[config.mk]
export PLATFORM = sky130hd
export DESIGN_NAME = business_day_date_adder_unit
export DESIGN_NICKNAME = d
export VERILOG_FILES = /design/src/hdl/bdda_pkg.sv /design/src/hdl/bdda_div.sv /design/src/hdl/bdda_datapath.sv /design/src/hdl/bdda_ctrl.sv /design/src/hdl/business_day_date_adder_unit.sv
export SDC_FILE = /design/constraint.sdc
export NUM_CORES = 1
export LEC_CHECK = 0
export BUFFER_PORTS_ARGS = -buffer_cell sky130_fd_sc_hd__clkbuf_2
export CORE_MARGIN = 4
export CORE_UTILIZATION = 63
export CTS_CLUSTER_DIAMETER = 200
export CTS_CLUSTER_SIZE = 12
export DETAILED_ROUTE_END_ITERATION = 7
export GPL_TIMING_DRIVEN = 0
export PLACE_DENSITY = 0.86
export SYNTH_ARGS = -nofsm -noshare
export SYNTH_HDL_FRONTEND = slang
export SYNTH_SLANG_ARGS = --single-unit
[constraint.sdc]
create_clock -name clk -period 9.2 [get_ports clk]
set_input_delay 0.92 -clock clk [delete_from_list [all_inputs] [get_ports clk]]
set_output_delay 0.92 -clock clk [all_outputs]
set_load 0.02 [all_outputs]
[src/hdl/bdda_pkg.sv]
`timescale 1ns / 1ps
// ----------------------------------------------------------------------------
// bdda_pkg
// Shared types, constants and calendar helpers for the business-day adder.
// ----------------------------------------------------------------------------
package bdda_pkg;

  localparam int YEAR_W  = 14;
  localparam int MONTH_W = 4;
  localparam int DAY_W   = 5;
  localparam int COUNT_W = 12;
  localparam int WDAY_W  = 3;

  localparam int IN_DATA_W  = 40;
  localparam int OUT_DATA_W = 32;

  // shared constant divider
  localparam int DIV_W   = 15;
  localparam int DSOR_W  = 8;

  localparam logic [YEAR_W-1:0]  MAX_YEAR  = 14'd9999;
  localparam logic [MONTH_W-1:0] JANUARY   = 4'd1;
  localparam logic [MONTH_W-1:0] FEBRUARY  = 4'd2;
  localparam logic [MONTH_W-1:0] MARCH     = 4'd3;
  localparam logic [MONTH_W-1:0] DECEMBER  = 4'd12;
  localparam logic [DAY_W-1:0]   FIRST_DAY = 5'd1;
  localparam logic [WDAY_W-1:0]  SUNDAY    = 3'd0;
  localparam logic [WDAY_W-1:0]  SATURDAY  = 3'd6;
  localparam logic [6:0]         LAST_YEAR_OF_CENTURY = 7'd99;

  localparam logic [DSOR_W-1:0] CENTURY = 8'd100;
  localparam logic [DSOR_W-1:0] WEEK    = 8'd7;

  typedef enum logic {
    DIV_BY_CENTURY,
    DIV_BY_WEEK
  } div_sel_t;

  typedef enum logic [2:0] {
    S_IDLE,
    S_DIV_YEAR,
    S_WAIT_YEAR,
    S_CHECK,
    S_WAIT_WEEK,
    S_WALK,
    S_DONE
  } state_t;

  typedef struct packed {
    logic     load;       // capture input item
    logic     div_start;
    div_sel_t div_sel;
    logic     check;      // latch validity and leap counters
    logic     walk_init;  // take start weekday from divider
    logic     step;       // advance one calendar day
    logic     out_load;
  } cmd_t;

  typedef struct packed {
    logic div_done;
    logic bad;
    logic weekend;
    logic count_zero;
  } stat_t;

  function automatic logic [DAY_W-1:0] month_len(input logic [MONTH_W-1:0] m,
                                                 input logic leap);
    logic [DAY_W-1:0] len;
    case (m)
      4'd2:                      len = leap ? 5'd29 : 5'd28;
      4'd4, 4'd6, 4'd9, 4'd11:   len = 5'd30;
      default:                   len = 5'd31;
    endcase
    return len;
  endfunction

  // (31 * mm) / 12 with mm the March-based month number
  function automatic logic [DAY_W-1:0] month_offset(input logic [MONTH_W-1:0] m);
    logic [DAY_W-1:0] t;
    case (m)
      4'd1:    t = 5'd28;
      4'd2:    t = 5'd31;
      4'd3:    t = 5'd2;
      4'd4:    t = 5'd5;
      4'd5:    t = 5'd7;
      4'd6:    t = 5'd10;
      4'd7:    t = 5'd12;
      4'd8:    t = 5'd15;
      4'd9:    t = 5'd18;
      4'd10:   t = 5'd20;
      4'd11:   t = 5'd23;
      4'd12:   t = 5'd25;
      default: t = 5'd0;
    endcase
    return t;
  endfunction

endpackage

[src/hdl/bdda_div.sv]
`timescale 1ns / 1ps
// ----------------------------------------------------------------------------
// bdda_div
// Divider by 100 or by 7 through reciprocal multiplication and back-subtraction.
// ----------------------------------------------------------------------------
module bdda_div (
  input  logic                         clk,
  input  logic                         rst_n,
  input  logic                         start,
  input  bdda_pkg::div_sel_t           sel,
  input  logic [bdda_pkg::DIV_W-1:0]   dividend,
  output logic [bdda_pkg::DIV_W-1:0]   quotient,
  output logic [bdda_pkg::DSOR_W-1:0]  remainder,
  output logic                         done
);

  localparam int PROD_W = 2 * bdda_pkg::DIV_W;
  // ceil(2^19 / 100) and ceil(2^17 / 7), exact for every 15-bit dividend
  localparam logic [bdda_pkg::DIV_W-1:0] RECIP_CENTURY = 15'd5243;
  localparam logic [bdda_pkg::DIV_W-1:0] RECIP_WEEK    = 15'd18725;
  localparam int SHIFT_CENTURY = 19;
  localparam int SHIFT_WEEK    = 17;

  logic                          mul_r, mul_nxt;
  logic                          sub_r, sub_nxt;
  logic                          done_r, done_nxt;
  bdda_pkg::div_sel_t            sel_r, sel_nxt;
  logic [bdda_pkg::DIV_W-1:0]    num_r, num_nxt;
  logic [bdda_pkg::DIV_W-1:0]    quo_r, quo_nxt;
  logic [bdda_pkg::DSOR_W-1:0]   rem_r, rem_nxt;
  logic [bdda_pkg::DIV_W-1:0]    recip;
  logic [bdda_pkg::DIV_W-1:0]    dsor;
  logic [PROD_W-1:0]             prod;
  logic [bdda_pkg::DIV_W-1:0]    quo_est;
  logic [bdda_pkg::DIV_W-1:0]    back;
  logic [bdda_pkg::DIV_W-1:0]    diff;

  assign recip = (sel_r == bdda_pkg::DIV_BY_WEEK) ? RECIP_WEEK : RECIP_CENTURY;
  assign dsor  = (sel_r == bdda_pkg::DIV_BY_WEEK) ? bdda_pkg::DIV_W'(bdda_pkg::WEEK)
                                                  : bdda_pkg::DIV_W'(bdda_pkg::CENTURY);
  assign prod    = PROD_W'(num_r) * PROD_W'(recip);
  assign quo_est = (sel_r == bdda_pkg::DIV_BY_WEEK) ? bdda_pkg::DIV_W'(prod >> SHIFT_WEEK)
                                                    : bdda_pkg::DIV_W'(prod >> SHIFT_CENTURY);
  assign back    = quo_r * dsor;
  assign diff    = num_r - back;

  always_comb begin
    mul_nxt  = start;
    sub_nxt  = mul_r;
    done_nxt = sub_r;
    sel_nxt  = sel_r;
    num_nxt  = num_r;
    quo_nxt  = quo_r;
    rem_nxt  = rem_r;
    if (start) begin
      sel_nxt = sel;
      num_nxt = dividend;
    end
    if (mul_r) begin
      quo_nxt = quo_est;
    end
    if (sub_r) begin
      rem_nxt = diff[bdda_pkg::DSOR_W-1:0];
    end
  end

  always_ff @(posedge clk) begin
    if (!rst_n) begin
      mul_r  <= 1'b0;
      sub_r  <= 1'b0;
      done_r <= 1'b0;
    end else begin
      mul_r  <= mul_nxt;
      sub_r  <= sub_nxt;
      done_r <= done_nxt;
    end
  end

  always_ff @(posedge clk) begin
    sel_r <= sel_nxt;
    num_r <= num_nxt;
    quo_r <= quo_nxt;
    rem_r <= rem_nxt;
  end

  assign quotient  = quo_r;
  assign remainder = rem_r;
  assign done      = done_r;

endmodule

[src/hdl/bdda_datapath.sv]
`timescale 1ns / 1ps
// ----------------------------------------------------------------------------
// bdda_datapath
// Date registers, leap-year counters, weekday tracking and result register.
// ----------------------------------------------------------------------------
module bdda_datapath (
  input  logic                             clk,
  input  logic                             rst_n,
  input  bdda_pkg::cmd_t                   cmd,
  output bdda_pkg::stat_t                  stat,
  input  logic [bdda_pkg::IN_DATA_W-1:0]   in_data,
  output logic [bdda_pkg::OUT_DATA_W-1:0]  out_data,
  output logic                             out_bad
);

  logic [bdda_pkg::YEAR_W-1:0]   y_r, y_nxt;
  logic [bdda_pkg::MONTH_W-1:0]  m_r, m_nxt;
  logic [bdda_pkg::DAY_W-1:0]    d_r, d_nxt;
  logic [bdda_pkg::COUNT_W-1:0]  n_r, n_nxt;
  logic [bdda_pkg::WDAY_W-1:0]   w_r, w_nxt;
  logic [1:0]                    c4_r, c4_nxt;    // year mod 4
  logic [6:0]                    c100_r, c100_nxt; // year mod 100
  logic [1:0]                    cq_r, cq_nxt;    // (year / 100) mod 4
  logic                          bad_r, bad_nxt;
  logic [bdda_pkg::OUT_DATA_W-1:0] out_data_r, out_data_nxt;
  logic                          out_bad_r, out_bad_nxt;

  logic [bdda_pkg::DIV_W-1:0]    dividend;
  logic [bdda_pkg::DIV_W-1:0]    quo;
  logic [bdda_pkg::DSOR_W-1:0]   rem;
  logic                          div_done;

  logic                          leap_chk, leap_walk, bad_chk, weekend;
  logic                          jan_feb;
  logic [bdda_pkg::YEAR_W-1:0]   yy;
  logic [7:0]                    yyq;
  logic [bdda_pkg::DIV_W-1:0]    wsum;
  logic [bdda_pkg::DAY_W-1:0]    mlen;
  logic [bdda_pkg::WDAY_W-1:0]   w_out;

  bdda_div u_div (
    .clk       (clk),
    .rst_n     (rst_n),
    .start     (cmd.div_start),
    .sel       (cmd.div_sel),
    .dividend  (dividend),
    .quotient  (quo),
    .remainder (rem),
    .done      (div_done)
  );

  // leap test of the start year from y / 100 and y mod 100
  assign leap_chk = (y_r[1:0] == 2'd0) && ((rem != '0) || (quo[1:0] == 2'd0));
  assign bad_chk  = (y_r == '0) || (y_r > bdda_pkg::MAX_YEAR) ||
                    (m_r == '0) || (m_r > bdda_pkg::DECEMBER) ||
                    (d_r == '0) || (d_r > bdda_pkg::month_len(m_r, leap_chk));

  // Sakamoto sum: January and February count in the previous year
  assign jan_feb = (m_r < bdda_pkg::MARCH);
  assign yy      = y_r - bdda_pkg::YEAR_W'(jan_feb);
  assign yyq     = (jan_feb && (rem == '0)) ? (quo[7:0] - 8'd1) : quo[7:0];
  assign wsum    = bdda_pkg::DIV_W'(d_r) + bdda_pkg::DIV_W'(yy) +
                   bdda_pkg::DIV_W'(yy >> 2) - bdda_pkg::DIV_W'(yyq) +
                   bdda_pkg::DIV_W'(yyq >> 2) +
                   bdda_pkg::DIV_W'(bdda_pkg::month_offset(m_r));

  assign dividend = (cmd.div_sel == bdda_pkg::DIV_BY_WEEK) ? wsum
                                                           : bdda_pkg::DIV_W'(y_r);

  assign leap_walk = (c4_r == 2'd0) && ((c100_r != 7'd0) || (cq_r == 2'd0));
  assign mlen      = bdda_pkg::month_len(m_r, leap_walk);
  assign weekend   = (w_r == bdda_pkg::SUNDAY) || (w_r == bdda_pkg::SATURDAY);
  assign w_out     = bad_r ? bdda_pkg::SUNDAY : w_r;

  always_comb begin
    y_nxt        = y_r;
    m_nxt        = m_r;
    d_nxt        = d_r;
    n_nxt        = n_r;
    w_nxt        = w_r;
    c4_nxt       = c4_r;
    c100_nxt     = c100_r;
    cq_nxt       = cq_r;
    bad_nxt      = bad_r;
    out_data_nxt = out_data_r;
    out_bad_nxt  = out_bad_r;

    if (cmd.load) begin
      y_nxt = in_data[13:0];
      m_nxt = in_data[17:14];
      d_nxt = in_data[22:18];
      n_nxt = in_data[34:23];
    end

    if (cmd.check) begin
      bad_nxt  = bad_chk;
      c4_nxt   = y_r[1:0];
      c100_nxt = rem[6:0];
      cq_nxt   = quo[1:0];
    end

    if (cmd.walk_init) begin
      w_nxt = rem[bdda_pkg::WDAY_W-1:0];
    end

    if (cmd.step) begin
      if (!weekend) begin
        n_nxt = n_r - 1'b1;
      end
      w_nxt = (w_r == bdda_pkg::SATURDAY) ? bdda_pkg::SUNDAY : (w_r + 1'b1);
      if (d_r >= mlen) begin
        d_nxt = bdda_pkg::FIRST_DAY;
        if (m_r >= bdda_pkg::DECEMBER) begin
          m_nxt  = bdda_pkg::JANUARY;
          y_nxt  = y_r + 1'b1;
          c4_nxt = c4_r + 1'b1;
          if (c100_r == bdda_pkg::LAST_YEAR_OF_CENTURY) begin
            c100_nxt = 7'd0;
            cq_nxt   = cq_r + 1'b1;
          end else begin
            c100_nxt = c100_r + 1'b1;
          end
        end else begin
          m_nxt = m_r + 1'b1;
        end
      end else begin
        d_nxt = d_r + 1'b1;
      end
    end

    if (cmd.out_load) begin
      out_data_nxt = {6'd0, w_out, d_r, m_r, y_r};
      out_bad_nxt  = bad_r;
    end
  end

  always_ff @(posedge clk) begin
    y_r        <= y_nxt;
    m_r        <= m_nxt;
    d_r        <= d_nxt;
    n_r        <= n_nxt;
    w_r        <= w_nxt;
    c4_r       <= c4_nxt;
    c100_r     <= c100_nxt;
    cq_r       <= cq_nxt;
    bad_r      <= bad_nxt;
    out_data_r <= out_data_nxt;
    out_bad_r  <= out_bad_nxt;
  end

  assign stat.div_done   = div_done;
  assign stat.bad        = bad_chk;
  assign stat.weekend    = weekend;
  assign stat.count_zero = (n_r == '0);

  assign out_data = out_data_r;
  assign out_bad  = out_bad_r;

endmodule

[src/hdl/bdda_ctrl.sv]
`timescale 1ns / 1ps
// ----------------------------------------------------------------------------
// bdda_ctrl
// Sequencer: setup divisions, day-stepping walk and result handoff.
// ----------------------------------------------------------------------------
module bdda_ctrl (
  input  logic             clk,
  input  logic             rst_n,
  input  logic             in_tvalid,
  output logic             in_tready,
  output logic             out_tvalid,
  input  logic             out_tready,
  output bdda_pkg::cmd_t   cmd,
  input  bdda_pkg::stat_t  stat
);

  bdda_pkg::state_t state_r, state_nxt;
  logic             out_valid_r, out_valid_nxt;
  logic             slot_free;

  assign slot_free = !out_valid_r || out_tready;

  always_comb begin
    state_nxt = state_r;
    case (state_r)
      bdda_pkg::S_IDLE:      if (in_tvalid) state_nxt = bdda_pkg::S_DIV_YEAR;
      bdda_pkg::S_DIV_YEAR:  state_nxt = bdda_pkg::S_WAIT_YEAR;
      bdda_pkg::S_WAIT_YEAR: if (stat.div_done) state_nxt = bdda_pkg::S_CHECK;
      bdda_pkg::S_CHECK:     state_nxt = stat.bad ? bdda_pkg::S_DONE : bdda_pkg::S_WAIT_WEEK;
      bdda_pkg::S_WAIT_WEEK: if (stat.div_done) state_nxt = bdda_pkg::S_WALK;
      bdda_pkg::S_WALK:      if (!stat.weekend && stat.count_zero) state_nxt = bdda_pkg::S_DONE;
      bdda_pkg::S_DONE:      if (slot_free) state_nxt = bdda_pkg::S_IDLE;
      default:               state_nxt = bdda_pkg::S_IDLE;
    endcase
  end

  always_comb begin
    cmd           = '0;
    cmd.div_sel   = bdda_pkg::DIV_BY_CENTURY;
    in_tready     = 1'b0;
    out_valid_nxt = out_valid_r && !out_tready;
    case (state_r)
      bdda_pkg::S_IDLE: begin
        in_tready = 1'b1;
        cmd.load  = in_tvalid;
      end
      bdda_pkg::S_DIV_YEAR: begin
        cmd.div_start = 1'b1;
      end
      bdda_pkg::S_CHECK: begin
        cmd.check     = 1'b1;
        cmd.div_sel   = bdda_pkg::DIV_BY_WEEK;
        cmd.div_start = !stat.bad;
      end
      bdda_pkg::S_WAIT_WEEK: begin
        cmd.walk_init = stat.div_done;
      end
      bdda_pkg::S_WALK: begin
        cmd.step = stat.weekend || !stat.count_zero;
      end
      bdda_pkg::S_DONE: begin
        cmd.out_load = slot_free;
        if (slot_free) out_valid_nxt = 1'b1;
      end
      default: begin
      end
    endcase
  end

  always_ff @(posedge clk) begin
    if (!rst_n) begin
      state_r     <= bdda_pkg::S_IDLE;
      out_valid_r <= 1'b0;
    end else begin
      state_r     <= state_nxt;
      out_valid_r <= out_valid_nxt;
    end
  end

  assign out_tvalid = out_valid_r;

endmodule

[src/hdl/business_day_date_adder_unit.sv]
`timescale 1ns / 1ps
// ----------------------------------------------------------------------------
// business_day_date_adder_unit
// Adds a count of business days to a Gregorian start date.
// ----------------------------------------------------------------------------
// One item at a time. After a transfer in, the unit first runs setup as two
// passes through a shared reciprocal-multiply divider (year by 100 for the
// leap rules, then the weekday sum by 7), then steps one calendar day per
// cycle, then sees the walk end and loads the result register, which raises
// out_tvalid. An invalid start date skips the walk and returns with bad_start
// set (out_tuser) and the start date echoed. A new input is taken while the
// previous result still waits for its transfer out.
module business_day_date_adder_unit (
  input  logic        clk,
  input  logic        rst_n,
  input  logic        in_tvalid,
  output logic        in_tready,
  // [13:0] start_year, [17:14] start_month, [22:18] start_day,
  // [34:23] business_days, [39:35] zero
  input  logic [39:0] in_tdata,
  output logic        out_tvalid,
  input  logic        out_tready,
  // [13:0] return_year, [17:14] return_month, [22:18] return_day,
  // [25:23] return_weekday, [31:26] zero
  output logic [31:0] out_tdata,
  // [0] bad_start
  output logic        out_tuser
);

  bdda_pkg::cmd_t  cmd;
  bdda_pkg::stat_t stat;

  bdda_ctrl u_ctrl (
    .clk        (clk),
    .rst_n      (rst_n),
    .in_tvalid  (in_tvalid),
    .in_tready  (in_tready),
    .out_tvalid (out_tvalid),
    .out_tready (out_tready),
    .cmd        (cmd),
    .stat       (stat)
  );

  bdda_datapath u_dp (
    .clk      (clk),
    .rst_n    (rst_n),
    .cmd      (cmd),
    .stat     (stat),
    .in_data  (in_tdata),
    .out_data (out_tdata),
    .out_bad  (out_tuser)
  );

endmodule

Word-level counts from Yosys, hierarchy flattened. Memory sizes are Yosys's and may differ from the RTL's. A register that Yosys moved wholly into a read port is not among the register bits. Index checks and enable logic that the tools add are counted.

Register bits: 123. Bits in read-only memories: 80. Output and inout bits: 35. Memories kept: 1.

Memory list: (no name shown) (depth 16, bits a word 5, read ports 1, clocked after Yosys merged registers in 1, wr ports 0, line bdda_pkg.sv:80) `case (m)`.

$add $sub $neg: 16. Multiply operators: 2. Order comparisons: 6. Equal/unequal tests: 18. Multiplexer cells: 56. Reduce and logical (&&, ||, !) cells: 37.

Operators by type and width (count): $mux 14 (5); $mux 7 (6); $mux 12 (3); $mul 15x15->30 (1); $mux 3 (8); $mux 2 (11); $pmux 3 s7 (1); $pmux 5 s2 (2); $mux 4 (4); $add 15x12->15 (1); $add 15x5->15 (1); $add 15x6->15 (1); $add 5x14->15 (1); $mul 15x7->8 (1); $mux 15 (1); $mux 5 (3); $sub 15x8->15 (1); $add 14x1->14 const B (1); $gt 14x14->1 const B (1); $logic_not 14->1 (1); $sub 14x1->14 (1); $eq 3x3->1 const B (4); $logic_not 12->1 (1); $sub 12x1->12 const B (1); 37 further kinds (74).

Depth between registers and ports, before layout. Gate-level depths: netlist of the first run.

Word-level depth: 9. Gate-level depth with buffers: 23.

Cells and area by module. From an unflattened synthesis of the first run, not the netlist that was laid out.

Cells, all modules: 1517. Area total of the unflattened synthesis: 14146.1 um2.

Modules (own cells, without submodules): bdda_div (times used 1, cells an instance 756, area an instance 7492.2 um2); bdda_datapath (times used 1, cells an instance 727, area an instance 6383.6 um2); bdda_ctrl (times used 1, cells an instance 34, area an instance 270.3 um2).

Worst setup path after synthesis of the first run. OpenSTA, ideal clock, no wires.

Kind: register to register. Start point: register u_dp.u_div.sel_r. End point: register u_dp.u_div.quo_r (netlist bit u_dp.u_div.quotient[5]) (data pin). Arrival: 6.202 ns. Data required time: 8.940 ns. Slack: 2.738 ns. Cell stages (with the launch flop): 22. Path through: edfxtp_1 > clkbuf_1 > buf_1 > nor2_1 > inv_1 > fa_1 > fa_1 > inv_1 > fa_1 > fa_1 > fa_1 > inv_1 > fa_1 > inv_1 > ha_1 > o21a_1 > o21ai_0 > or4_1 > and2_1 > o41a_1 > xnor2_1 > mux2_2.

Word-level cells in the longest chain between the ends: 3.

Ends and longest elaborated chain: start, declared (line bdda_div.sv:27) `bdda_pkg::div_sel_t sel_r, sel_nxt;`; start signal, assigned (line bdda_div.sv:80) `sel_r <= sel_nxt;`; $mux 15 (line bdda_div.sv:38) `assign recip = (sel_r == bdda_pkg::DIV_BY_WEEK) ? RECIP_WEEK : RECIP_CENTURY;`; $mul 15x15->30 (line bdda_div.sv:41) `assign prod = PROD_W'(num_r) * PROD_W'(recip);`; $mux 11 * (line bdda_div.sv:42) `assign quo_est = (sel_r == bdda_pkg::DIV_BY_WEEK) ? bdda_pkg::DIV_W'(prod >> SHIFT_WEEK)`; via u_dp.u_div.quo_est (one bit) (line bdda_div.sv:34) `logic [bdda_pkg::DIV_W-1:0] quo_est;`; end signal, assigned (line bdda_div.sv:82) `quo_r <= quo_nxt;`; end, declared (line bdda_div.sv:29) `logic [bdda_pkg::DIV_W-1:0] quo_r, quo_nxt;`.

Mark *: on every way through the listed nets, which the timed path passes. The rest lies on a longest branch. A chain may end at the register's enable or synchronous reset.

Worst setup path in the final report of the first run. Same ends and word-level chain as after synthesis.

==> results of run 1 <==
## per-stage QoR
step | util (%) | setup slack, ns | hold WS [ns]
after floorplan | - | 2.738 | 0.4064
after global placement | 68.45 | 1.886 | 0.4100
after detailed placement | 68.62 | 1.785 | 0.4187
after CTS | 71.53 | 1.739 | 0.4324
after global routing | 71.53 | 1.384 | 0.4412
final | 71.53 | 1.626 | 0.4296
## cell type report
cell class	count	area share (%)
multi-input combinational	1002	61.39
sequential	121	21.30
inverter	263	6.777
clock buffer	24	3.530
timing repair buffer	68	2.491
tap	270	2.319
buffer	54	1.649
clock inverter	8	0.5411
## kinds of logic (layout without fill, tap and decap cells)
family / Yosys count / in the layout / share of synthesized area, %
DFF: 121 / 121 / 23.68
xor gates and xnor gates: 80 / 80 / 5.347
muxes: 16 / 16 / 1.318
other: 2 / 45 / 0.05731
and+or+nand+nor: 337 / 337 / 12.26
AOI/OAI and AO/OA: 221 / 221 / 11.43
buffers and inverters: 317 / 417 / 9.366
adders and majority gates: 303 / 303 / 36.55
## synthesized netlist by cell type (all sizes together), types with 7 or more instances
cell	count
o21ai	44
ha	166
a21o	10
and2	14
mux2	7
a211oi	16
buf	17
dfxtp	53
a311oi	9
or3	10
nor2b	18
nand3	25
nand2	120
o211ai	7
clkbuf	37
xnor2	56
fa	134
edfxtp	68
a21oi	62
nand2b	13
a31oi	8
o22ai	7
nor3	22
inv	263
nor2	71
mux2i	9
and3	17
xor2	24
o31ai	7
## metal layers
metal	share of wire, %	GRT usage, %
met3	6.2	5.339
met1	41	33.13
met4	2.9	9.546
met2	50	47.35
met5	0	0
## registers in the layout, indices dropped and copies added, names as in the netlist, 4 cells and up, named ones only
register              count
u_dp.out_data            26
u_dp.u_div.remainder      8
u_dp.n_r                 12
u_dp.m_r                  4
u_dp.u_div.num_r         15
u_dp.y_r                 14
u_dp.c100_r               7
u_dp.d_r                  5
u_dp.u_div.quotient       8
## worst min path at each step
stage	slack [ns]	cells past startpoint	endpoint
floorplan	0.41	0	u_dp.out_data[10]$_DFFE_PP_
global placement	0.41	0	u_dp.out_data[2]$_DFFE_PP_
detailed placement	0.42	0	u_dp.out_data[8]$_DFFE_PP_
CTS	0.43	0	u_dp.out_data[3]$_DFFE_PP_
global route	0.44	0	u_dp.out_data[3]$_DFFE_PP_
finish	0.43	0	u_dp.out_data[3]$_DFFE_PP_
## critical path, delay by kind of cell, from the launching register on
family                   cells  cell delay, ns
multiplexers                 1            0.29
adder cells (fa/ha/maj)      6            2.98
XOR/XNOR                     1            0.16
buffers and inverters        6            1.65
flip-flops                   1            0.45
AND/OR/NAND/NOR              2            0.89
AO/OA/AOI/OAI                4            0.88
==> qor.txt, run 1 <==
status = finished, final reports clean
R2R setup slack = 1.63 ns
Syn. warnings = 0
antenna-violating nets left = 0
clk_skew = 0.01055 ns
FP Rows = 52
Remaining DRCs = 0
initial core utilization = 64.35%
vias in the first global route = 10.92k
Top cell by count, worst path = fa_1
Crit path arrival time = 7.74 ns
Hold Crit Start = u_dp.y_r[3]$_DFF_P_
Max clock buf depth = 2
NumNets Final = 1871
Reg clk slew, reported paths = 0.06 ns
slew margin rel. = 13.39%
core area = 0.02036 mm2
final RePlAce weighted congestion = 0.9155
Area Overhead vs Synth = 11.15%
fmax = 0.1320 GHz
asr flop ratio synth = 0%
DR pass1 iterations = 6
GRT overflow = 0
Worst Setup EP = u_dp.u_div.quotient[5]$_DFFE_PP_
reg2reg start = u_dp.u_div.sel_r$_DFFE_PP_
CP peak stage delay = 0.67 ns
clk sinks = 121
initial antenna violation count = 0
#FFs+latches synth = 121
crit path cell chain = clkbuf_1 > buf_1 > buf_1 > a21oi_1 > fa_1 > inv_1 > fa_1 > fa_1 > fa_1 > inv_1 > fa_1 > inv_1 > ha_1 > o21a_1 > o21ai_0 > or4_1 > and2_1 > o41a_1 > xnor2_1 > mux2_2
CTS tree = done
post-DP HPWL = 24.71 mm
CP startpoint kind = flop
Setup violations, final = 0
slowest cell on the critical path = or4_1
syn avg cell area = 9.381 um2
Seq. cell area = 0.003103 mm2
Least-Margin Pin Slew = 1.290 ns
Buffers on Ports = 67
most frequent cells in the layout = inv_1 (263), ha_1 (166), fa_1 (134)
Die Footprint = 0.02317 mm2
hold_buf cts = 0
Critical path origin = u_dp.u_div.sel_r$_DFFE_PP_
via count = 10.42k
WP data required = 9.37 ns
first-pass GRT wire length = 51.30 mm
fill cell count = 1439
FF-to-FF End = u_dp.u_div.quotient[5]$_DFFE_PP_
max-cap violation count = 0
Finished Layout Cells = 1810
minimum clock period after layout = 7.574 ns
DR WL/cell = 17.05 um
Detailed Route WL = 30.86 mm
final instance area = 0.01457 mm2
WS Path Type = reg2reg
crit path capture type = flop
cell count of the worst reg-to-reg path = 20
Seq/Total Area, Yosys = 23.68%
layout cell share with drive strength beyond 1 = 8.961%
Final period util = 82.32%
root buf cell = clkbuf_16
dpl cell area = 0.01397 mm2
Placed Cells incl. Taps = 1778
CTS Buf Count = 17
Worst Hold Class = reg2reg
die width = 152.2 um
ANT cells = 0
number of synthesized flops with an enable pin = 68
commonest non-fill, non-tap cell in the layout = inv_1
number of H-tree levels = 4
Cells after Synth = 1397
# IOs = 79
Setup TNS = 0 ns
RSZ-0062 raised after global routing = false
post-synth top area share = 20.47%
area of the multi-input gates = 0.008942 mm2
Synth cell types = 72
Final Hold Violating Endpoints = 0
vias per cell = 5.756
dominant cell type by area after synthesis = fa_1
worst skew pair latency = 0.43 ns
Setup Fix Bufs, Post-CTS = 0
largest net degree at the start of global routing = 18
die extent in y = 152.2 um
ys flop type = edfxtp_1
Synth area leaders = fa_1 (20%), ha_1 (16%), edfxtp_1 (16%)
1st-iter DRT viols = 719
Slew Limit Fails = 0
post-CTS sizing = 0
GRT Total Usage = 26.94%
crit-path max FO = 10
Cell Area, Synth = 0.01311 mm2
Power of run 1 is left out: the tool's default activity adds up to more than one toggle a clock period on the data nets, which glitch-free logic cannot reach.
==> run 2: changes to the inputs <==
==> constraint.sdc (replaced) <==
create_clock -name clk -period 7.5 [get_ports clk]
set_input_delay 0.75 -clock clk [delete_from_list [all_inputs] [get_ports clk]]
set_output_delay 0.75 -clock clk [all_outputs]
set_load 0.02 [all_outputs]
==> run 2 against run 1 <==
Cell count fell by 0.11%. Non-clock buffer count shrank 2. Utilization hardly changed. Clock-buffer cell count is the same. Via count decreased by 0.41%. Cell area about the same.
==> qor.txt, run 2 (synthesis results as in run 1) <==
status = finished, final reports clean
crit path capture type = flop
Buffers on Ports = 67 (unchanged)
Seq. cell area = 0.003103 mm2 (unchanged)
clk_skew = 0.01001 ns (-0.0005419 ns)
Layout Utilization = 71.52% (about the same)
CP startpoint kind = flop
max-cap violation count = 0 (unchanged)
Remaining DRCs = 0 (unchanged)
minimum clock period after layout = 7.139 ns (-0.4349 ns)
vias in the first global route = 10.92k (unchanged)
via count = 10.38k (-0.41%)
core area = 0.02036 mm2 (unchanged)
fill cell count = 1441 (+0.14%)
Reg clk slew, reported paths = 0.05 ns (about the same)
vias per cell = 5.738 (-0.30%)
initial core utilization = 64.35% (unchanged)
Final Hold Violating Endpoints = 0 (unchanged)
crit-path max FO = 10 (unchanged)
Crit path arrival time = 7.39 ns (-0.35 ns)
post-DP HPWL = 24.71 mm (unchanged)
Final period util = 95.19% (+13 points)
max reg flops = 26 (unchanged)
layout cell share with drive strength beyond 1 = 9.233% (+0.27 points)
antenna-violating nets left = 0 (unchanged)
ANT cells = 0 (unchanged)
slew margin rel. = 10.91% (-2.5 points)
hold_buf cts = 0 (unchanged)
largest net degree at the start of global routing = 18 (unchanged)
number of H-tree levels = 4 (unchanged)
WP data required = 7.76 ns (-1.61 ns)
final RePlAce weighted congestion = 0.9155 (unchanged)
CTS tree = done
CP peak stage delay = 0.68 ns (about the same)
Worst Hold Class = reg2reg
Setup violations, final = 0 (unchanged)
most frequent cells in the layout = inv_1 (263), ha_1 (166), fa_1 (134)
fmax = 0.1401 GHz (+6.1%)
Slew Limit Fails = 0 (unchanged)
worst setup margin = 0.3610 ns (-1.265 ns)
worst skew pair latency = 0.43 ns (about the same)
Place WS = 0.08465 ns (-1.700 ns)
CP Buf/Inv Count = 6 (unchanged)
DR WL/cell = 16.99 um (-0.38%)
Die Footprint = 0.02317 mm2 (unchanged)
Least-Margin Pin Slew = 1.327 ns (+0.03681 ns)
DR pass1 iterations = 6 (unchanged)
Detailed Route WL = 30.71 mm (-0.49%)
WS Path Type = reg2reg
largest delay contributor family on the critical path = adder cells
commonest non-fill, non-tap cell in the layout = inv_1
die width = 152.2 um (unchanged)
area of the multi-input gates = 0.008942 mm2 (unchanged)
clk sinks = 121 (unchanged)
first-pass GRT wire length = 51.30 mm (unchanged)
root buf cell = clkbuf_16
Area Overhead vs Synth = 11.13% (about the same)
die extent in y = 152.2 um (unchanged)
initial antenna violation count = 0 (unchanged)
crit path cell chain = clkbuf_2 > clkbuf_2 > nor2_1 > inv_1 > fa_1 > fa_1 > inv_1 > fa_1 > fa_1 > fa_1 > inv_1 > fa_1 > inv_1 > ha_1 > o21a_1 > o21ai_0 > or4_1 > a211o_1 > a211o_1 > a21o_1 > a31oi_1
slowest cell on the critical path = or4_1
# IOs = 79 (unchanged)
GRT Total Usage = 26.94% (unchanged)
CTS Buf Count = 17 (unchanged)
Setup TNS = 0 ns (unchanged)
1st-iter DRT viols = 714 (-0.70%)
Max clock buf depth = 2 (unchanged)
NumNets Final = 1869 (-0.11%)
Top cell by count, worst path = fa_1
RSZ-0062 raised after global routing = false
GRT overflow = 0 (unchanged)
FP Rows = 52 (unchanged)
## run 2: changes by cell type in the layout (fill, tap and decap cells not counted), sizes merged
cell,delta
buf,-4
clkbuf,+2
## run 2: worst reg2reg max path, stage by stage (launching register included)
cell	delay (ns)
edfxtp_1	0.48
clkbuf_2	0.26
clkbuf_2	0.29
nor2_1	0.25
inv_1	0.12
fa_1	0.46
fa_1	0.53
inv_1	0.06
fa_1	0.52
fa_1	0.45
fa_1	0.54
inv_1	0.06
fa_1	0.53
inv_1	0.05
ha_1	0.35
o21a_1	0.16
o21ai_0	0.09
or4_1	0.68
a211o_1	0.39
a211o_1	0.30
a21o_1	0.20
a31oi_1	0.21
## run 2: worst paths after layout
| path | startpoint | to | slack, ns | cells past startpoint |
|---|---|---|---|---|
| min reg2reg | u_dp.y_r[3]$_DFF_P_ | u_dp.out_data[3]$_DFFE_PP_ | 0.43 | 0 |
| min | u_dp.y_r[3]$_DFF_P_ | u_dp.out_data[3]$_DFFE_PP_ | 0.43 | 0 |
| max reg2reg | u_dp.u_div.sel_r$_DFFE_PP_ | u_dp.u_div.quotient[7]$_DFFE_PP_ | 0.36 | 21 |
| max | u_dp.u_div.sel_r$_DFFE_PP_ | u_dp.u_div.quotient[7]$_DFFE_PP_ | 0.36 | 21 |
## run 2: cell type report
type | instances | area share [%]
Buffer | 52 | 1.632
Timing Repair Buffer | 68 | 2.491
Sequential cell | 121 | 21.31
Inverter | 263 | 6.778
Clock inverter | 8 | 0.5412
Clock buffer | 24 | 3.531
Tap cell | 270 | 2.320
Multi-Input combinational cell | 1002 | 61.40
## run 2: metal layers
metal | up-vias | share of wire, % | GRT usage, % | wire length, um
li1 | 4842 | - | - | -
met1 | 5047 | 40 | 33.13 | 12320
met2 | 406 | 50 | 47.35 | 15460
met3 | 80 | 6.9 | 5.339 | 2113
met4 | 0 | 2.7 | 9.546 | 821
met5 | - | 0 | 0 | 0
## run 2: stage by stage
| step | hold WS [ns] | instance area, um2 | cells |
|---|---|---|---|
| after floorplan | 0.4064 | 13270 | 1440 |
| after global placement | 0.4100 | 13940 | 1777 |
| after detailed placement | 0.4187 | 13970 | 1778 |
| after CTS | 0.4324 | 14570 | 1810 |
| after global routing | 0.4412 | 14560 | 1808 |
| final | 0.4297 | 14560 | 1808 |
## run 2: what timing repair did
action	in CTS	in global routing
resized for setup	0	5
setup buffers	0	0
endpoints found under the setup margin	0	8
Power of run 2 is left out for the same reason.
==> run 3: changes to the inputs <==
--- a/config.mk
+++ b/config.mk
@@ -7,12 +7,12 @@
 export LEC_CHECK = 0
 export BUFFER_PORTS_ARGS = -buffer_cell sky130_fd_sc_hd__clkbuf_2
 export CORE_MARGIN = 4
-export CORE_UTILIZATION = 63
+export CORE_UTILIZATION = 57
 export CTS_CLUSTER_DIAMETER = 200
 export CTS_CLUSTER_SIZE = 12
 export DETAILED_ROUTE_END_ITERATION = 7
 export GPL_TIMING_DRIVEN = 0
-export PLACE_DENSITY = 0.86
+export PLACE_DENSITY = 0.82
 export SYNTH_ARGS = -nofsm -noshare
 export SYNTH_HDL_FRONTEND = slang
 export SYNTH_SLANG_ARGS = --single-unit
==> constraint.sdc (replaced) <==
create_clock -name clk -period 6.4 [get_ports clk]
set_input_delay 0.64 -clock clk [delete_from_list [all_inputs] [get_ports clk]]
set_output_delay 0.64 -clock clk [all_outputs]
set_load 0.02 [all_outputs]
==> run 3 against run 2 <==
Clock skew fell by 0.0011 ns. Critical path depth unchanged. Non-clock buffer count increased by 21. Highest routed layer unchanged.
==> qor.txt, run 3 (synthesis results as in run 1) <==
status = finished, final reports clean
CTS Buf Count = 17 (unchanged)
crit path capture type = flop
WS Path Type = reg2reg
Crit path arrival time = 6.55 ns (-0.84 ns)
worst skew pair latency = 0.42 ns (about the same)
final RePlAce weighted congestion = 0.9110 (-0.49%)
Final Hold Violating Endpoints = 0 (unchanged)
post-DP HPWL = 24.17 mm (-2.2%)
DR pass1 iterations = 5 (-1)
commonest non-fill, non-tap cell in the layout = inv_1
Least-Margin Pin Slew = 1.282 ns (-0.04543 ns)
slew margin rel. = 13.96% (+3.0 points)
Max clock buf depth = 2 (unchanged)
GRT Total Usage = 24.40% (-2.5 points)
Final period util = 99.75% (+4.6 points)
clk_skew = 0.008866 ns (-0.001143 ns)
number of H-tree levels = 4 (unchanged)
FP Rows = 55 (+5.8%)
WP data required = 6.57 ns (-1.19 ns)
CTS tree = done
Remaining DRCs = 0 (unchanged)
initial antenna violation count = 0 (unchanged)
layout cell share with drive strength beyond 1 = 13.34% (+4.1 points)
Area Overhead vs Synth = 14.98%
Slew Limit Fails = 0 (unchanged)
Setup violations, final = 0 (unchanged)
ANT cells = 0 (unchanged)
Worst Hold Class = reg2reg
max reg flops = 26 (unchanged)
initial core utilization = 57.88% (-6.5 points)
largest net degree at the start of global routing = 19 (+1)
via count = 10.26k (-1.2%)
RSZ-0062 raised after global routing = true
Layout Utilization = 66.55% (-5.0 points)
R2R setup slack = 0.02 ns (-0.34 ns)
CP startpoint kind = flop
vias in the first global route = 10.68k (-2.1%)
max-cap violation count = 0 (unchanged)
DR WL/cell = 16.63 um (-2.1%)
Die Footprint = 0.02548 mm2 (+10%)
clk sinks = 121 (unchanged)
# IOs = 79 (unchanged)
first-pass GRT wire length = 51.20 mm (-0.19%)
antenna-violating nets left = 0 (unchanged)
Buffers on Ports = 67 (unchanged)
minimum clock period after layout = 6.384 ns (-0.7552 ns)
root buf cell = clkbuf_16
crit-path max FO = 5 (-5)
core area = 0.02264 mm2 (+11%)
Reg clk slew, reported paths = 0.06 ns (about the same)
most frequent cells in the layout = inv_1 (258), ha_1 (162), fa_1 (132)
Detailed Route WL = 30.66 mm (-0.16%)
vias per cell = 5.561 (-3.1%)
die width = 159.6 um (+4.9%)
GRT overflow = 0 (unchanged)
die extent in y = 159.6 um (+4.9%)
1st-iter DRT viols = 590 (-17%)
NumNets Final = 1890 (+1.1%)
fmax = 0.1566 GHz (+12%)
run 3: cell count changes in the layout (fill, tap and decap cells not counted), moves of 3 or more:
cell	before	now
buf_4	7	27
clkbuf_1	38	32
inv_1	263	258
inv_2	0	5
a21oi_1	61	57
ha_1	166	162
ha_4	0	4
inv_4	4	0
inv_6	1	5
a221oi_1	3	0
a221oi_2	0	3
bufinv_16	1	4
run 3: final cells by class:
| class | count | area, um2 |
|---|---|---|
| Inverter | 263 | 987.2 |
| Clock inverter | 15 | 212.7 |
| Clock buffer | 17 | 425.4 |
| Buffer | 54 | 315.3 |
| Timing Repair Buffer | 87 | 493.0 |
| Fill cell | 1667 | 7572 |
| Multi-Input combinational cell | 1002 | 9175 |
| Sequential cell | 121 | 3103 |
| Tap cell | 285 | 356.6 |
run 3: through the flow:
step	worst slack [ns]	instances	hold WS [ns]	setup TNS (ns)	instance area, um2
2_1_floorplan	0.03679	1440	0.4064	0	13270
3_3_place_gp	-0.8785	1792	0.4235	-5.985	13960
3_5_place_dp	-1.001	1793	0.4129	-7.079	13980
4_1_cts	0.003451	1834	0.4380	0	14830
5_1_grt	-0.1131	1844	0.4474	-0.4097	15070
6_report	0.01620	1844	0.4398	0	15070
run 3: per-layer routing:
layer	up-vias	GRT usage, %	wire length, um
met5	-	0	0
met4	0	7.890	917
met3	73	3.871	1984
met2	376	42.34	15080
met1	4919	31.37	12680
li1	4887	-	-
run 3: path summary, 6_finish.rpt:
path	start	endpoint	cells after the start
worst max register to register	u_dp.u_div.sel_r$_DFFE_PP_	u_dp.u_div.quotient[5]$_DFFE_PP_	21
worst max-delay path	u_dp.u_div.sel_r$_DFFE_PP_	u_dp.u_div.quotient[5]$_DFFE_PP_	21
worst min register to register	u_dp.y_r[8]$_DFF_P_	u_dp.out_data[8]$_DFFE_PP_	0
worst min-delay path	u_dp.y_r[8]$_DFF_P_	u_dp.out_data[8]$_DFFE_PP_	0
run 3: worst max-delay path, cell delays in order (launching register included):
cell	delay, ns
edfxtp_1	0.46
clkbuf_8	0.20
buf_4	0.16
nor2b_4	0.15
inv_2	0.08
fa_1	0.48
fa_1	0.52
inv_1	0.06
fa_1	0.52
fa_1	0.44
fa_1	0.49
inv_1	0.05
fa_1	0.50
inv_1	0.06
ha_4	0.26
and2_4	0.15
o21ai_2	0.06
or4_4	0.56
and2_4	0.18
o41a_1	0.33
xnor2_1	0.14
mux2_4	0.27
run 3: what timing repair did:
| item | in CTS | in global routing |
|---|---|---|
| setup buffers | 9 | 10 |
| resized for setup | 43 | 33 |
| setup endpoints to repair | 8 | 10 |
| pin swaps | 14 | 33 |
| hold buffers | 0 | 0 |
Power of run 3 is left out for the same reason.
